### config.mk
export PLATFORM = sky130hd
export DESIGN_NAME = i2c_eeprom_byte_master
export DESIGN_NICKNAME = d
export VERILOG_FILES = /design/src/rtl/core/i2cebm_pkg.sv /design/src/rtl/core/i2c_eeprom_byte_master.sv /design/src/rtl/core/i2cebm_seq.sv
export SDC_FILE = /design/constraint.sdc
export NUM_CORES = 1
export LEC_CHECK = 0
export BUFFER_PORTS_ARGS = -buffer_cell sky130_fd_sc_hd__buf_2
export CORE_ASPECT_RATIO = 1.2
export CORE_UTILIZATION = 54
export CTS_CLUSTER_SIZE = 30
export DETAILED_ROUTE_END_ITERATION = 12
export MAX_ROUTING_LAYER = met4
export PLACE_DENSITY_LB_ADDON = 0.25
export SLEW_MARGIN = 20
export SYNTH_ARGS = -nofsm -noshare
export SYNTH_HDL_FRONTEND = slang
export SYNTH_SLANG_ARGS = --single-unit
### constraint.sdc
create_clock -name clk -period 4.43 [get_ports clk]
set_clock_uncertainty 0.1 [all_clocks]
set_input_delay 0.6645 -clock clk [delete_from_list [all_inputs] [get_ports clk]]
set_output_delay 0.6645 -clock clk [all_outputs]
set_load 0.005 [all_outputs]
### src/rtl/core/i2cebm_pkg.sv
// ----------------------------------------------------------------------------
// i2cebm_pkg
// Shared types and constants for the two-wire EEPROM byte master.
// ----------------------------------------------------------------------------
package i2cebm_pkg;

  localparam int CFG_INDEX_W = 2;

  localparam logic [CFG_INDEX_W-1:0] CFG_PHASE_TICKS      = 2'd0;
  localparam logic [CFG_INDEX_W-1:0] CFG_WRITE_WAIT_TICKS = 2'd1;

  localparam logic [7:0]  PHASE_TICKS_RESET      = 8'd5;
  localparam logic [15:0] WRITE_WAIT_TICKS_RESET = 16'd12;

  localparam logic [1:0] KIND_TICK  = 2'd0;
  localparam logic [1:0] KIND_READ  = 2'd1;
  localparam logic [1:0] KIND_WRITE = 2'd2;

  localparam logic [3:0] DEVICE_CODE = 4'b1010;

  typedef struct packed {
    logic [1:0]  kind;
    logic [10:0] mem_address;
    logic [7:0]  write_data;
    logic        sda_in;
  } in_item_t;

  typedef struct packed {
    logic       scl;
    logic       sda_out;
    logic       busy_res;
    logic       done_res;
    logic [7:0] read_data;
    logic       nack_seen;
    logic       rejected;
  } out_item_t;

  typedef struct packed {
    logic [7:0]  phase_ticks;
    logic [15:0] write_wait_ticks;
  } cfg_t;

endpackage

### src/rtl/core/i2c_eeprom_byte_master.sv
// ----------------------------------------------------------------------------
// i2c_eeprom_byte_master
// Two-wire master for an 11-bit-addressed serial EEPROM, one item per tick.
// ----------------------------------------------------------------------------
// Each input item is one timing tick. It carries a command kind (tick only,
// read or write), the byte address, the write data and the sampled data line.
// Each accepted item yields exactly one result item with the clock and data
// line levels for that tick and the status: busy, done, last read byte,
// missing acknowledge and a rejected command.
// A command is taken only while idle; one that arrives during a transfer or
// the post-write programming wait is ignored and flagged as rejected.
// An item's result sits in the output register from the cycle after it is
// accepted. The block takes one item per cycle; input ready is high whenever
// the output register is empty or is being emptied in the same cycle, so a
// stalled receiver holds the result and stalls the input side after one item.
// The configuration channel is always ready and holds the ticks per bus
// phase and the write wait length; write it only while idle.
// Reset returns the sequencer to idle, clears the status and restores the
// configuration to five ticks per phase and a twelve-tick write wait.
// ----------------------------------------------------------------------------
module i2c_eeprom_byte_master
  import i2cebm_pkg::*;
(
  input  logic                   clk,
  input  logic                   rst,
  input  logic                   in_valid,
  output logic                   in_ready,
  input  in_item_t               in_data,
  output logic                   out_valid,
  input  logic                   out_ready,
  output out_item_t              out_data,
  input  logic                   cfg_valid,
  output logic                   cfg_ready,
  input  logic [CFG_INDEX_W-1:0] cfg_index,
  input  logic [15:0]            cfg_data
);

  cfg_t      cfg;
  out_item_t result;
  logic      in_accept;

  assign cfg_ready = 1'b1;
  assign in_ready  = !out_valid || out_ready;
  assign in_accept = in_valid && in_ready;

  always_ff @(posedge clk) begin
    if (rst) begin
      cfg.phase_ticks      <= PHASE_TICKS_RESET;
      cfg.write_wait_ticks <= WRITE_WAIT_TICKS_RESET;
    end else if (cfg_valid && cfg_ready) begin
      if (cfg_index == CFG_PHASE_TICKS) begin
        cfg.phase_ticks <= cfg_data[7:0];
      end else if (cfg_index == CFG_WRITE_WAIT_TICKS) begin
        cfg.write_wait_ticks <= cfg_data;
      end
    end
  end

  i2cebm_seq u_seq (
    .clk     (clk),
    .rst     (rst),
    .step_en (in_accept),
    .item    (in_data),
    .cfg     (cfg),
    .result  (result)
  );

  always_ff @(posedge clk) begin
    if (rst) begin
      out_valid <= 1'b0;
    end else if (in_accept) begin
      out_valid <= 1'b1;
    end else if (out_ready) begin
      out_valid <= 1'b0;
    end
  end

  always_ff @(posedge clk) begin
    if (in_accept) begin
      out_data <= result;
    end
  end

endmodule

### src/rtl/core/i2cebm_seq.sv
// ----------------------------------------------------------------------------
// i2cebm_seq
// Bus sequencer: advances the transfer by one tick per accepted item and
// forms that tick's line levels and status.
// ----------------------------------------------------------------------------
module i2cebm_seq
  import i2cebm_pkg::*;
(
  input  logic      clk,
  input  logic      rst,
  input  logic      step_en,
  input  in_item_t  item,
  input  cfg_t      cfg,
  output out_item_t result
);

  typedef enum logic [3:0] {
    ST_IDLE,
    ST_START,
    ST_DEV,
    ST_WORD,
    ST_DATA,
    ST_RESTART,
    ST_DEVRD,
    ST_READ,
    ST_STOP,
    ST_WAIT
  } step_t;

  step_t       step, step_next, cur_step;
  logic [7:0]  phase_counter, phase_counter_next;
  logic [15:0] wait_counter, wait_counter_next;
  logic [3:0]  bit_counter, bit_counter_next;
  logic        half_slot, half_slot_next;
  logic [7:0]  shift_register, shift_register_next;
  logic [10:0] held_address, held_address_next;
  logic [7:0]  held_data, held_data_next;
  logic        is_read, is_read_next;
  logic [7:0]  read_byte, read_byte_next;
  logic        nack_flag, nack_flag_next;

  logic        cmd;
  logic        byte_out;
  logic        last_slot;
  logic [7:0]  pt;
  logic [7:0]  dev_byte;
  logic [1:0]  slot;
  logic        scl, sda, busy, done, rej;

  assign cmd      = (item.kind == KIND_READ) || (item.kind == KIND_WRITE);
  assign pt       = (cfg.phase_ticks == 8'd0) ? 8'd1 : cfg.phase_ticks;
  assign dev_byte = {DEVICE_CODE, held_address_next[10:8], 1'b0};

  always_comb begin
    step_next           = step;
    phase_counter_next  = phase_counter;
    wait_counter_next   = wait_counter;
    bit_counter_next    = bit_counter;
    half_slot_next      = half_slot;
    shift_register_next = shift_register;
    held_address_next   = held_address;
    held_data_next      = held_data;
    is_read_next        = is_read;
    read_byte_next      = read_byte;
    nack_flag_next      = nack_flag;
    scl       = 1'b1;
    sda       = 1'b1;
    busy      = 1'b0;
    done      = 1'b0;
    rej       = 1'b0;
    byte_out  = 1'b0;
    last_slot = 1'b0;
    slot      = 2'd0;

    if (step == ST_IDLE) begin
      if (cmd) begin
        held_address_next  = item.mem_address;
        held_data_next     = item.write_data;
        is_read_next       = (item.kind == KIND_READ);
        nack_flag_next     = 1'b0;
        step_next          = ST_START;
        bit_counter_next   = 4'd0;
        half_slot_next     = 1'b0;
        phase_counter_next = 8'd0;
      end
    end else if (cmd) begin
      rej = 1'b1;
    end

    cur_step = step_next;
    byte_out = (cur_step == ST_DEV) || (cur_step == ST_WORD) ||
               (cur_step == ST_DATA) || (cur_step == ST_DEVRD);
    slot     = {bit_counter_next[0], half_slot_next};

    if (cur_step == ST_WAIT) begin
      busy = 1'b1;
      if ({1'b0, wait_counter_next} + 17'd1 >= {1'b0, cfg.write_wait_ticks}) begin
        done              = 1'b1;
        wait_counter_next = 16'd0;
        step_next         = ST_IDLE;
      end else begin
        wait_counter_next = wait_counter_next + 16'd1;
      end
    end else if (cur_step != ST_IDLE) begin
      busy = 1'b1;

      unique case (cur_step) inside
        ST_START, ST_RESTART: begin
          scl = (slot != 2'd3) && !(cur_step == ST_RESTART && slot == 2'd0);
          sda = !slot[1];
        end
        ST_DEV, ST_WORD, ST_DATA, ST_DEVRD: begin
          if (!bit_counter_next[3]) begin
            scl = half_slot_next;
            sda = shift_register_next[3'd7 - bit_counter_next[2:0]];
          end else if (!half_slot_next) begin
            scl = 1'b0;
            sda = shift_register_next[0];
          end else begin
            scl = 1'b1;
            sda = 1'b1;
          end
        end
        ST_READ: begin
          scl = !half_slot_next;
          sda = 1'b1;
        end
        ST_STOP: begin
          scl = slot[1];
          sda = (slot == 2'd0) || (slot == 2'd3);
        end
        default: begin
          scl = 1'b1;
          sda = 1'b1;
        end
      endcase

      if ({1'b0, phase_counter_next} + 9'd1 < {1'b0, pt}) begin
        phase_counter_next = phase_counter_next + 8'd1;
      end else begin
        phase_counter_next = 8'd0;
        last_slot = half_slot_next && (
          ((cur_step == ST_START || cur_step == ST_RESTART || cur_step == ST_STOP) &&
           bit_counter_next == 4'd1) ||
          (byte_out && bit_counter_next == 4'd8) ||
          (cur_step == ST_READ && bit_counter_next == 4'd7));
        if (byte_out && bit_counter_next == 4'd8 && half_slot_next && item.sda_in) begin
          nack_flag_next = 1'b1;
        end
        if (cur_step == ST_READ && !half_slot_next) begin
          shift_register_next = {shift_register_next[6:0], item.sda_in};
        end
        if (half_slot_next) begin
          half_slot_next   = 1'b0;
          bit_counter_next = bit_counter_next + 4'd1;
        end else begin
          half_slot_next = 1'b1;
        end

        if (last_slot) begin
          bit_counter_next = 4'd0;
          half_slot_next   = 1'b0;
          unique case (cur_step)
            ST_START: begin
              step_next           = ST_DEV;
              shift_register_next = dev_byte;
            end
            ST_DEV: begin
              step_next           = ST_WORD;
              shift_register_next = held_address_next[7:0];
            end
            ST_WORD: begin
              if (is_read_next) begin
                step_next = ST_RESTART;
              end else begin
                step_next           = ST_DATA;
                shift_register_next = held_data_next;
              end
            end
            ST_DATA: begin
              step_next = ST_STOP;
            end
            ST_RESTART: begin
              step_next           = ST_DEVRD;
              shift_register_next = dev_byte | 8'h01;
            end
            ST_DEVRD: begin
              step_next           = ST_READ;
              shift_register_next = 8'd0;
            end
            ST_READ: begin
              step_next = ST_STOP;
            end
            ST_STOP: begin
              if (is_read_next) begin
                read_byte_next = shift_register_next;
                done           = 1'b1;
                step_next      = ST_IDLE;
              end else if (cfg.write_wait_ticks == 16'd0) begin
                done      = 1'b1;
                step_next = ST_IDLE;
              end else begin
                step_next         = ST_WAIT;
                wait_counter_next = 16'd0;
              end
            end
            default: begin
              step_next = cur_step;
            end
          endcase
        end
      end
    end
  end

  always_ff @(posedge clk) begin
    if (rst) begin
      step           <= ST_IDLE;
      phase_counter  <= 8'd0;
      wait_counter   <= 16'd0;
      bit_counter    <= 4'd0;
      half_slot      <= 1'b0;
      shift_register <= 8'd0;
      held_address   <= 11'd0;
      held_data      <= 8'd0;
      is_read        <= 1'b0;
      read_byte      <= 8'd0;
      nack_flag      <= 1'b0;
    end else if (step_en) begin
      step           <= step_next;
      phase_counter  <= phase_counter_next;
      wait_counter   <= wait_counter_next;
      bit_counter    <= bit_counter_next;
      half_slot      <= half_slot_next;
      shift_register <= shift_register_next;
      held_address   <= held_address_next;
      held_data      <= held_data_next;
      is_read        <= is_read_next;
      read_byte      <= read_byte_next;
      nack_flag      <= nack_flag_next;
    end
  end

  always_comb begin
    result.scl       = scl;
    result.sda_out   = sda;
    result.busy_res  = busy;
    result.done_res  = done;
    result.read_data = read_byte_next;
    result.nack_seen = nack_flag_next;
    result.rejected  = rej;
  end

endmodule
# --- Yosys cells after proc, flatten, opt, wreduce, memory -nomap -nowiden ---
# Cells that the tools add are included.
op_classes:
  add_sub_neg: 6
  n_lt_le_gt_ge: 3
  mux: 81
  eq_ne: 20
  bitwise: 4
  reduce_logical: 42
ops:
  columns: ["cell", "n"]
  rows:
  - ["2-to-1 mux 8 bit", 17]
  - ["2-to-1 mux 16 bit", 8]
  - ["2-to-1 mux 4 bit", 16]
  - ["case mux 8 bit (5 select lines)", 1]
  - ["2-to-1 mux 1 bit", 33]
  - ["case mux 4 bit (7 select lines)", 1]
  - ["2-to-1 mux 11 bit", 2]
  - ["== test 4 x 3 -> 1 bit, second input constant", 5]
  - ["adder 16 x 1 -> 17 bit, second input constant", 1]
  - ["greater-or-equal comparator 17 x 16 -> 1 bit", 1]
  - ["adder 16 x 1 -> 16 bit, second input constant", 1]
  - ["logical NOT 16 bit", 1]
  - ["== test 4 bit, second input constant", 3]
  - ["logical AND 1 bit", 10]
  - ["logical OR 1 bit", 10]
  - ["adder 8 x 1 -> 9 bit, second input constant", 1]
  - ["< comparator 9 x 8 -> 1 bit", 1]
  - ["adder 8 x 1 -> 8 bit, second input constant", 1]
  - ["== test 4 x 1 -> 1 bit, second input constant", 2]
  - ["== test 4 x 2 -> 1 bit, second input constant", 2]
  - ["logical NOT 8 bit", 1]
  - ["nonzero test 2 bit", 4]
  - ["AND reduction 7 bit", 1]
  - ["OR reduction 2 bit", 3]
  - ["19 further kinds", 30]
totals:
  out_inout_bits: 17
  reg_bits: 109
  inputBits: 45
  elab_cells: 177

# --- Depth between registers and ports, before layout ---
# Gate-level depths: netlist of the first run.
depth:
  word_depth: 16
  ltp_mapped: 17
  mapped_depth_nobuf: 14

# --- Modules after synthesis ---
# From an unflattened synthesis of the first run, not the netlist that was laid out.
unflattened:
  cells_unflattened: 734
  hier_area_um2: 6333.6
by_module_without_submodules:
  columns: ["module", "seq_area_each_um2", "instances", "cells_per_inst", "area_each_um2"]
  rows:
  - ["i2cebm_seq", 1401.3, 1, 613, 4819.6]
  - ["i2c_eeprom_byte_master", 920.9, 1, 121, 1514.0]

# --- Worst setup path after synthesis of the first run ---
# Ideal clock, no wire load.
synth_timing:
  path_type: "input port to flip-flop"
  start: "input port in_data[21] (netlist name)"
  end: "register u_seq.bit_counter[2]"
  path_slack_ns: -0.023
  setup_time_ns: 0.091
  cell_stages: 16
  arrival_time_ns: 4.262
  n_path_buf: 4
  required_time_ns: 4.239
  cell_sequence: "inv_1 -> ha_1 -> buf_2 -> nor2_4 -> clkbuf_1 -> clkbuf_1 -> nor2_1 -> ha_1 -> and3_1 -> a221oi_1 -> nor2b_1 -> or4b_1 -> clkbuf_1 -> and3_1 -> or4_1 -> o221ai_1"
synth_between:
  elab_chain_len: 16
  elab_cells_between_ends: 43
  cone_classes: "2 x add/sub; 1 x order compare; 14 x eq/ne; 13 x mux; 13 x reduce/logical"
synth_lines:
  columns: ["element", "line_no", "source"]
  rows:
  - ["start, declared", "i2c_eeprom_byte_master.sv:28", "input in_item_t in_data,"]
  - ["== test 2 x 1 -> 1 bit / == test 2 bit (equally long branches)", "i2cebm_seq.sv:50", "assign cmd = (item.kind == KIND_READ) || (item.kind == KIND_WRITE);"]
  - ["logical OR 1 bit *", "i2cebm_seq.sv:50", null]
  - ["branches (longest 13 deep; another with adder 8 x 1 -> 9 bit)", null, null]
  - ["2-to-1 mux 4 bit *", "i2cebm_seq.sv:95", "if (cur_step == ST_WAIT) begin"]
  - ["end signal, assigned", "i2cebm_seq.sv:233", "bit_counter <= bit_counter_next;"]
  - ["end, declared", "i2cebm_seq.sv:33", "logic [3:0] bit_counter, bit_counter_next;"]
# Every way passes the cells marked *.
# A chain may end at the register's enable or synchronous reset.

# --- Worst setup path after layout of the first run ---
layout_timing:
  start: "register u_seq.step[0]"
  end: "register u_seq.shift_register[4]"
layout_between:
  elab_chain_len: 11
  elab_cells_between_ends: 44
  cone_classes: "1 x add/sub; 1 x order compare; 12 x eq/ne; 12 x mux; 2 x bitwise; 16 x reduce/logical"
layout_lines:
  columns: ["element", "line_no", "source"]
  rows:
  - ["start, declared", "i2cebm_seq.sv:30", "step_t step, step_next, cur_step;"]
  - ["start signal, assigned", "i2cebm_seq.sv:230", "step <= step_next;"]
  - ["branches (longest 11 deep; another with adder 8 x 1 -> 9 bit)", null, null]
  - ["end signal, assigned", "i2cebm_seq.sv:235", "shift_register <= shift_register_next;"]
  - ["end, declared", "i2cebm_seq.sv:35", "logic [7:0] shift_register, shift_register_next;"]
# Several ways; the timed one is not identified.

==> flow_metrics.env, run 1 <==
export IMPL_report_final_slew_viol_count=0
export IMPL_drtIter0Drc=305
export IMPL_hold_violations=0
export IMPL_placedCellCount=953
export IMPL_clock_path_buffers=2
export IMPL_rsz0062_at_grt="false"
export IMPL_grt_pass1_wl_microns=26360
export IMPL_grtUsageMet2_pct=51.46
export IMPL_maxCapViolCount=0
export IMPL_worst_pin_slew_ns=0.9323
export IMPL_cts_buffers=9
export IMPL_syn_avg_cell_area_sq_um=8.159
export IMPL_grt_busiest_layer="met2"
export IMPL_yosysUniqueCellTypes=80
export IMPL_coreArea_sq_mm=0.01114
export IMPL_ys_ff_latch=109
export IMPL_power_density_mw_per_mm2=302.0
export IMPL_drc=0
export IMPL_cts_setup_buffers=0
export IMPL_min_path_type="register to register"
export IMPL_die_h_microns=119.9
export IMPL_ctsHoldBuffers=0
export IMPL_io_pins=62
export IMPL_setup_viol=0
export IMPL_grt_overflow_total=0
export IMPL_antennaDiodeCount=0
export IMPL_vias_per_cell=5.922
export IMPL_p_leak_nw=2.785
export IMPL_period_needed_ns=3.965
export IMPL_regArea_sq_mm=0.002322
export IMPL_final_area_sq_mm=0.007000
export IMPL_clockRootBuffer="clkbuf_16"
export IMPL_clkSlewWorstSetupHoldPaths_ns=0.07
export IMPL_dpl_hpwl_microns=11800
export IMPL_grt_use_met1_pct=31.62
export IMPL_netlist_area_sq_mm=0.006250
export IMPL_grtUsageTotal_pct=28.58
export IMPL_fin_crit_sh_pct=89.50
export IMPL_synthToLayoutAreaGrowth_pct=12.01
export IMPL_synthesis_nets=841
export IMPL_yosys_warnings=0
export IMPL_antenna_left=0
export IMPL_htree_levels=3
export IMPL_use_met3_pct=3.727
export IMPL_routedWlPerCell_microns=16.61
export IMPL_switchingPower_uw=548.4
export IMPL_totalPowerFinal_mw=2.114
export IMPL_async_flop_share_pct=0
export IMPL_grt_pass1_vias=5623
export IMPL_switching_share_pct=25.94
export IMPL_num_rows=42
export IMPL_multi_input_area_sq_mm=0.003570
export IMPL_drt_pre_antenna_iters=5
export IMPL_status="finished clean"
export IMPL_dieArea_sq_mm=0.01201
export IMPL_timing_slew_headroom_pct=37.62
export IMPL_start_util_pct=56.10
export IMPL_place_gp_congestion=0.9207
export IMPL_die_w_microns=100.2
export IMPL_grt_antenna_before_repair=0
export IMPL_nets=885
export IMPL_fin_util_pct=62.84
export IMPL_port_buffers=60
export IMPL_critical_path_class="register to register"
export IMPL_fmax_mhz=252.2
export IMPL_layout_cells_non_filler=969
export IMPL_clkPwrFrac_pct=38.4
export IMPL_grt_max_degree=76
export IMPL_cp_max_fo=17
export IMPL_seq_area_frac_synth_pct=37.16
export IMPL_worstPathArrival_ns=4.09
export IMPL_p_comb_share_pct=11.9
export IMPL_crit_required_ns=4.56
export IMPL_placed_area_sq_mm=0.006698
export IMPL_cts_resized=0
export IMPL_pwr_share_seq_pct=49.6
export IMPL_routed_wirelength_microns=16090
export IMPL_ir_drop_uv=173.2
export IMPL_cts_sinks=109
export IMPL_finalSetupTns_ns=0
export IMPL_drive_gt1_share_pct=15.09
export IMPL_power_internal_mw=1.566
export IMPL_fillCellCount=1063
export IMPL_num_vias=5738
export IMPL_clock_latency_ns=0.35
export IMPL_start_kind="register"
export IMPL_synth_edf_count=14
export IMPL_end_kind="register"
export IMPL_tritoncts="built"
export IMPL_syn_inst=766
export IMPL_synth_main_ff_cell="dfxtp_1"
## cells in the final DEF (no fill, tap or decap), types with 9 or more instances in the layout
cell	synthesis	layout
a211oi_1	11	11
dfxtp_1	95	95
edfxtp_1	14	14
ha_1	30	30
xor2_1	10	10
nand2_1	122	122
a311oi_1	10	10
mux2i_1	20	20
xnor2_1	10	10
inv_1	42	42
o21ai_0	17	17
nand2b_1	10	10
nor2_1	65	65
buf_4	1	21
clkbuf_16	0	9
nand3_1	22	22
buf_2	8	60
a21oi_1	92	92
## layer usage
layer | share of wire, % | vias up
met1 | 41 | 2734
li1 | - | 2851
met4 | 2.9 | 0
met3 | 2.9 | 31
met5 | 0 | -
met2 | 53 | 122
## power groups by stage
stage,combinational [mW],clock (mW),sequential (mW)
2_1_floorplan,0.164,0,1.07
3_3_place_gp,0.245,0,1.07
3_5_place_dp,0.251,0,1.07
4_1_cts,0.252,0.828,1.05
5_1_grt,0.276,0.877,1.05
6_report,0.253,0.812,1.05
## stage by stage
step / hold slack (ns) / worst slack, ns
after global routing: 0.3815 / 0.02956
final: 0.3577 / 0.4654
after floorplan: 0.3315 / 0.07255
after detailed placement: 0.3456 / 0.1942
after global placement: 0.3414 / 0.4630
after CTS: 0.3559 / 0.4989
## final cells by class
class	count	share of cell area, %
clock buffers	9	3.217
repair buffers	81	6.542
flip-flops and latches	109	33.17
clock inverters	7	1.019
inverters	43	2.306
well taps	154	2.752
multi-input cells	566	50.99
## synthesized netlist by cell type (10+ instances only)
master	number	area share [%]
nand3_1	22	1.8
o21ai_0	17	1.4
dfxtp_1	95	30
nand2_1	122	7.3
xnor2_1	10	1.4
nor2_1	65	3.9
a21oi_1	92	7.4
ha_1	30	6.0
clkbuf_1	32	1.9
inv_1	42	2.5
edfxtp_1	14	6.7
xor2_1	10	1.4
a211oi_1	11	1.3
a311oi_1	10	1.4
mux2i_1	20	3.2
nand2b_1	10	1.0
## logic make-up (layout without fill, tap and decap cells)
family	after synthesis	count (layout)	share of synthesized area, %
buf+inv	91	140	5.826
simple gates	283	283	21.94
compound gates	211	211	22.64
fa+ha+maj	30	30	6.006
mux	21	21	3.564
xor+xnor	20	20	2.803
other cells	1	1	0.06000
flops	109	109	37.16
## registers in the layout, indices dropped and copies added (netlist names)
register              cells
cfg                      24
out_data                 14
out_valid                 1
u_seq.bit_counter         4
u_seq.half_slot           1
u_seq.held_address       11
u_seq.held_data           8
u_seq.is_read             1
u_seq.nack_flag           1
u_seq.phase_counter       8
u_seq.read_byte           8
u_seq.shift_register      8
u_seq.step                4
u_seq.wait_counter       16
## final timing paths
check | start | depth (start not counted) | slack (ns) | endpoint
worst max-delay path | u_seq.step[0]$_SDFFE_PP0P_ | 12 | 0.47 | u_seq.shift_register[4]$_SDFFE_PP0P_
worst min-delay path | u_seq.held_address[6]$_SDFFE_PP0P_ | 2 | 0.36 | u_seq.held_address[6]$_SDFFE_PP0P_
worst max register to register | u_seq.step[0]$_SDFFE_PP0P_ | 12 | 0.47 | u_seq.shift_register[4]$_SDFFE_PP0P_
worst min register to register | u_seq.held_address[6]$_SDFFE_PP0P_ | 2 | 0.36 | u_seq.held_address[6]$_SDFFE_PP0P_
## critical path, cell delays in order (launching register included)
cell and delay, ns:
dfxtp_1 0.32, or4_4 0.58, nor2_4 0.33, nor2_1 0.12, ha_1 0.31, and3_1 0.18, a221oi_1 0.08, nor2b_1 0.22
nor4b_4 0.08, buf_4 0.22, nor2_1 0.74, o221ai_1 0.33, o211a_1 0.22
Note: power is estimated with default switching activity, not from simulation.
==> run 2, diff against run 1 <==
--- a/config.mk
+++ b/config.mk
@@ -12,6 +12,8 @@
 export DETAILED_ROUTE_END_ITERATION = 12
 export MAX_ROUTING_LAYER = met4
 export PLACE_DENSITY_LB_ADDON = 0.25
+export RECOVER_POWER = 25
+export SKIP_CTS_REPAIR_TIMING = 1
 export SLEW_MARGIN = 20
 export SYNTH_ARGS = -nofsm -noshare
 export SYNTH_HDL_FRONTEND = slang
==> run 2 against run 1 <==
Sequential power barely moved. Utilization barely moved. Worst hold slack did not move. Largest power group unchanged.
==> flow_metrics.env, run 2 (same netlist as run 1, synthesis figures left out) <==
export IMPL_p_leak_nw=2.774
export IMPL_routed_wirelength_microns=16100
export IMPL_start_util_pct=56.10
export IMPL_pwr_share_seq_pct=49.6
export IMPL_final_area_sq_mm=0.006995
export IMPL_grt_antenna_before_repair=0
export IMPL_place_gp_congestion=0.9207
export IMPL_worst_pin_slew_ns=0.9318
export IMPL_fin_crit_sh_pct=89.49
export IMPL_p_comb_share_pct=11.9
export IMPL_drc=0
export IMPL_die_w_microns=100.2
export IMPL_layout_common_cells="nand2_1 (122), dfxtp_1 (95), a21oi_1 (92)"
export IMPL_hold_violations=0
export IMPL_ir_drop_uv=173.2
export IMPL_timing_slew_headroom_pct=37.65
export IMPL_power_internal_mw=1.565
export IMPL_report_final_slew_viol_count=0
export IMPL_fin_util_pct=62.79
export IMPL_num_vias=5738
export IMPL_clock_path_buffers=2
export IMPL_coreArea_sq_mm=0.01114
export IMPL_cts_sinks=109
export IMPL_min_path_type="register to register"
export IMPL_hold_end="u_seq.held_address[6]$_SDFFE_PP0P_"
export IMPL_reg2reg_depth=12
export IMPL_clock_latency_ns=0.35
export IMPL_rr_endpoint="u_seq.shift_register[4]$_SDFFE_PP0P_"
export IMPL_num_rows=42
export IMPL_whs_path_depth=2
export IMPL_grt_pass1_wl_microns=26360
export IMPL_grt_max_degree=76
export IMPL_antennaDiodeCount=0
export IMPL_drive_gt1_share_pct=14.60
export IMPL_switching_share_pct=25.96
export IMPL_reg_largest_list="cfg x24, u_seq.wait_counter x16, out_data x14"
export IMPL_rsz0062_at_grt="false"
export IMPL_setup_viol=0
export IMPL_r2r_slack_ns=0.47
export IMPL_layout_setup_ws_ns=0.4655
export IMPL_tritoncts="built"
export IMPL_holdWs_ns=0.3577
export IMPL_dieArea_sq_mm=0.01201
export IMPL_antenna_left=0
export IMPL_synthToLayoutAreaGrowth_pct=11.93
export IMPL_routedWlPerCell_microns=16.62
export IMPL_port_buffers=60
export IMPL_vias_per_cell=5.922
export IMPL_start_kind="register"
export IMPL_dp_worst_setup_slack_ns=0.1942
export IMPL_cts_buffers=9
export IMPL_final_common_cell="nand2_1"
export IMPL_end_kind="register"
export IMPL_dpl_hpwl_microns=11800
export IMPL_drt_pre_antenna_iters=5
export IMPL_min_delay_start="u_seq.held_address[6]$_SDFFE_PP0P_"
export IMPL_crit_start="u_seq.step[0]$_SDFFE_PP0P_"
export IMPL_crit_required_ns=4.56
export IMPL_power_density_mw_per_mm2=302.2
export IMPL_period_needed_ns=3.964
export IMPL_nets=885
export IMPL_cp_max_fo=17
export IMPL_io_pins=62
export IMPL_grt_pass1_vias=5623
export IMPL_grt_overflow_total=0
export IMPL_finalSetupTns_ns=0
export IMPL_drtIter0Drc=305
export IMPL_status="finished clean"
export IMPL_clkPwrFrac_pct=38.4
export IMPL_switchingPower_uw=548.7
export IMPL_clockRootBuffer="clkbuf_16"
export IMPL_fmax_mhz=252.2
export IMPL_die_h_microns=119.9
export IMPL_layout_cells_non_filler=969
export IMPL_maxCapViolCount=0
export IMPL_largest_reg_flops=24
export IMPL_worstPathArrival_ns=4.09
export IMPL_fillCellCount=1065
export IMPL_totalPowerFinal_mw=2.114
export IMPL_placedCellCount=953
export IMPL_grtUsageTotal_pct=28.58
export IMPL_critical_path_class="register to register"
export IMPL_placed_area_sq_mm=0.006698
export IMPL_clkSlewWorstSetupHoldPaths_ns=0.07
export IMPL_regMostFlops="cfg"
export IMPL_htree_levels=3
export IMPL_reg2reg_from="u_seq.step[0]$_SDFFE_PP0P_"
-- run 2: cell count changes in the layout (fill, tap and decap cells not counted) --
cell | previous run | this run
buf_2 | 60 | 56
clkbuf_1 | 0 | 4
-- run 2: worst max-delay path by stage --
| stage | to | slack (ns) | cells after the start |
|---|---|---|---|
| 3_3_place_gp | u_seq.bit_counter[2]$_SDFFE_PP0P_ | 0.46 | 12 |
| 5_1_grt | u_seq.wait_counter[5]$_SDFFE_PP0P_ | 0.03 | 15 |
| 6_report | u_seq.shift_register[4]$_SDFFE_PP0P_ | 0.47 | 12 |
| 3_5_place_dp | u_seq.shift_register[4]$_SDFFE_PP0P_ | 0.19 | 14 |
| 2_1_floorplan | u_seq.bit_counter[2]$_SDFFE_PP0P_ | 0.07 | 16 |
| 4_1_cts | u_seq.wait_counter[5]$_SDFFE_PP0P_ | 0.50 | 15 |
-- run 2: power groups by stage --
| stage | registers (mW) | clock network (mW) | logic, mW |
|---|---|---|---|
| final | 1.05 | 0.812 | 0.252 |
| after global routing | 1.05 | 0.877 | 0.276 |
| after CTS | 1.05 | 0.828 | 0.252 |
| after detailed placement | 1.07 | 0 | 0.251 |
| after global placement | 1.07 | 0 | 0.245 |
| after floorplan | 1.07 | 0 | 0.164 |
-- run 2: area by class of cell --
cell class	count	area, sq um	area share (%)
Multi-Input combinational cell	566	3570	51.03
Inverter	43	161.4	2.307
Sequential cell	109	2322	33.20
Clock buffer	9	225.2	3.219
Timing Repair Buffer	81	452.9	6.475
Clock inverter	7	71.32	1.019
Tap cell	154	192.7	2.754
-- run 2: critical path: stages, from the launching register on --
cell,delay (ns)
dfxtp_1,0.32
or4_4,0.58
nor2_4,0.33
nor2_1,0.12
ha_1,0.31
and3_1,0.18
a221oi_1,0.08
nor2b_1,0.22
nor4b_4,0.08
buf_4,0.22
nor2_1,0.74
o221ai_1,0.33
o211a_1,0.22
-- run 2: metal layers --
layer | global-route usage, % | share of wire (%) | vias up
met5 | - | 0 | -
met1 | 31.62 | 41 | 2732
li1 | - | - | 2851
met4 | 11.41 | 2.9 | 0
met3 | 3.727 | 3.0 | 31
met2 | 51.46 | 53 | 124
==> run 3, diff against run 2 <==
--- a/config.mk
+++ b/config.mk
@@ -13,6 +13,7 @@
 export MAX_ROUTING_LAYER = met4
 export PLACE_DENSITY_LB_ADDON = 0.25
 export RECOVER_POWER = 25
+export REMOVE_ABC_BUFFERS = 1
 export SKIP_CTS_REPAIR_TIMING = 1
 export SLEW_MARGIN = 20
 export SYNTH_ARGS = -nofsm -noshare
==> run 3 against run 2 <==
The run now ends with max-capacitance violations, max-slew violations left. Sequential cell count unchanged. Critical path type unchanged. Critical path depth grew 3. Utilization is essentially flat. Maximum frequency fell by 4.2%.
==> flow_metrics.env, run 3 (same netlist as run 1, synthesis figures left out) <==
export IMPL_dieArea_sq_mm=0.01201
export IMPL_drt_pre_antenna_iters=5
export IMPL_antenna_left=0
export IMPL_min_path_type="register to register"
export IMPL_layout_common_cells="nand2_1 (122), dfxtp_1 (95), a21oi_1 (92)"
export IMPL_grt_overflow_total=0
export IMPL_cts_buffers=9
export IMPL_die_w_microns=100.2
export IMPL_setup_viol=0
export IMPL_final_area_sq_mm=0.006990
export IMPL_drtIter0Drc=336
export IMPL_drive_gt1_share_pct=13.99
export IMPL_reg_largest_list="cfg x24, u_seq.wait_counter x16, out_data x14"
export IMPL_port_buffers=60
export IMPL_rr_endpoint="u_seq.wait_counter[6]$_SDFFE_PP0P_"
export IMPL_place_gp_congestion=0.9759
export IMPL_reg2reg_from="u_seq.wait_counter[0]$_SDFFE_PP0P_"
export IMPL_start_kind="register"
export IMPL_cp_max_fo=25
export IMPL_status="finished, violations left"
export IMPL_nets=885
export IMPL_crit_end="u_seq.wait_counter[6]$_SDFFE_PP0P_"
export IMPL_report_final_slew_viol_count=32
export IMPL_clockRootBuffer="clkbuf_16"
export IMPL_antennaDiodeCount=0
export IMPL_timing_slew_headroom_pct=-8.037
export IMPL_finalSetupTns_ns=0
export IMPL_cts_sinks=109
export IMPL_start_util_pct=56.10
export IMPL_crit_required_ns=4.59
export IMPL_hold_violations=0
export IMPL_routed_wirelength_microns=16460
export IMPL_grt_pass1_vias=5718
export IMPL_fmax_mhz=241.8
export IMPL_io_pins=62
export IMPL_critical_path_class="register to register"
export IMPL_reg2reg_depth=15
export IMPL_fin_crit_sh_pct=93.37
export IMPL_tritoncts="built"
export IMPL_r2r_slack_ns=0.29
export IMPL_placed_area_sq_mm=0.006698
export IMPL_dp_worst_setup_slack_ns=0.3394
export IMPL_clock_path_buffers=2
export IMPL_crit_start="u_seq.wait_counter[0]$_SDFFE_PP0P_"
export IMPL_power_density_mw_per_mm2=301.0
export IMPL_drc=0
export IMPL_violations="max-capacitance violations, max-slew violations"
export IMPL_grt_pass1_wl_microns=26950
export IMPL_final_common_cell="nand2_1"
export IMPL_routedWlPerCell_microns=16.98
export IMPL_worstPathArrival_ns=4.30
export IMPL_regMostFlops="cfg"
export IMPL_placedCellCount=953
export IMPL_die_h_microns=119.9
export IMPL_largest_reg_flops=24
export IMPL_vias_per_cell=5.989
export IMPL_num_vias=5803
export IMPL_period_needed_ns=4.136
export IMPL_ir_drop_uv=159.7
export IMPL_layout_setup_ws_ns=0.2939
export IMPL_num_rows=42
export IMPL_clock_latency_ns=0.35
export IMPL_rsz0062_at_grt="false"
export IMPL_p_leak_nw=2.763
export IMPL_worst_pin_slew_ns=1.621
export IMPL_coreArea_sq_mm=0.01114
export IMPL_maxCapViolCount=1
export IMPL_clkSlewWorstSetupHoldPaths_ns=0.07
export IMPL_grtUsageTotal_pct=29.02
export IMPL_end_kind="register"
export IMPL_dpl_hpwl_microns=12030
export IMPL_layout_cells_non_filler=969
export IMPL_grt_max_degree=47
export IMPL_totalPowerFinal_mw=2.104
export IMPL_grt_antenna_before_repair=0
export IMPL_htree_levels=3
export IMPL_synthToLayoutAreaGrowth_pct=11.85
run 3: cell count changes in the layout (fill, tap and decap cells not counted), sizes merged:
cell | before | now
buf | 77 | 73
bufinv | 1 | 0
clkbuf | 13 | 20
clkinvlp | 1 | 0
inv | 45 | 44
run 3: per-stage QoR:
step / util (%) / hold slack (ns)
2_1_floorplan: - / 0.3255
3_3_place_gp: 60.12 / 0.3419
3_5_place_dp: 60.12 / 0.3461
4_1_cts: 62.78 / 0.3547
5_1_grt: 62.75 / 0.3767
6_report: 62.75 / 0.3536
run 3: power breakdown:
group | internal, mW | total, mW | switching, mW | leakage (nW)
Combinational | 0.0929 | 0.250 | 0.157 | 1.71
Sequential | 1.03 | 1.05 | 0.0196 | 0.909
Clock | 0.434 | 0.804 | 0.369 | 0.149
Total | 1.56 | 2.10 | 0.546 | 2.76
run 3: layout make-up:
class                           count  area [sq um]
Clock buffer                       12         267.8
Clock inverter                      4         28.78
Fill cell                        1020          4150
Inverter                           43         161.4
Multi-Input combinational cell    566          3570
Sequential cell                   109          2322
Tap cell                          154         192.7
Timing Repair Buffer               81         447.9
run 3: critical path, stage by stage, from the launching register on:
cell      delay, ns
dfxtp_1        0.45
ha_1           0.31
nand3_1        0.22
nor3_1         0.29
and3_1         0.28
nand3_1        0.12
xnor2_1        0.31
ha_1           0.32
a211oi_1       0.24
o21ai_0        0.13
a21oi_1        0.16
nor2_1         0.09
nor3_2         0.27
buf_4          0.31
o21ai_0        0.16
a311oi_1       0.28
run 3: worst min-delay path by stage:
stage	slack [ns]	startpoint	endpoint	depth (start not counted)
floorplan	0.33	u_seq.held_address[0]$_SDFFE_PP0P_	u_seq.held_address[0]$_SDFFE_PP0P_	2
global placement	0.34	u_seq.held_data[0]$_SDFFE_PP0P_	u_seq.held_data[0]$_SDFFE_PP0P_	2
detailed placement	0.35	u_seq.held_address[0]$_SDFFE_PP0P_	u_seq.held_address[0]$_SDFFE_PP0P_	2
CTS	0.35	u_seq.held_address[0]$_SDFFE_PP0P_	u_seq.held_address[0]$_SDFFE_PP0P_	2
global route	0.38	u_seq.held_address[0]$_SDFFE_PP0P_	u_seq.held_address[0]$_SDFFE_PP0P_	2
finish	0.35	u_seq.held_address[0]$_SDFFE_PP0P_	u_seq.held_address[0]$_SDFFE_PP0P_	2
run 3: per-layer routing:
metal | vias to the layer above | share of wire (%) | GRT usage (%)
met5 | - | 0 | -
met4 | 0 | 4.0 | 14.58
met3 | 60 | 4.6 | 3.669
met2 | 175 | 52 | 50.51
met1 | 2726 | 40 | 32.43
li1 | 2842 | - | -
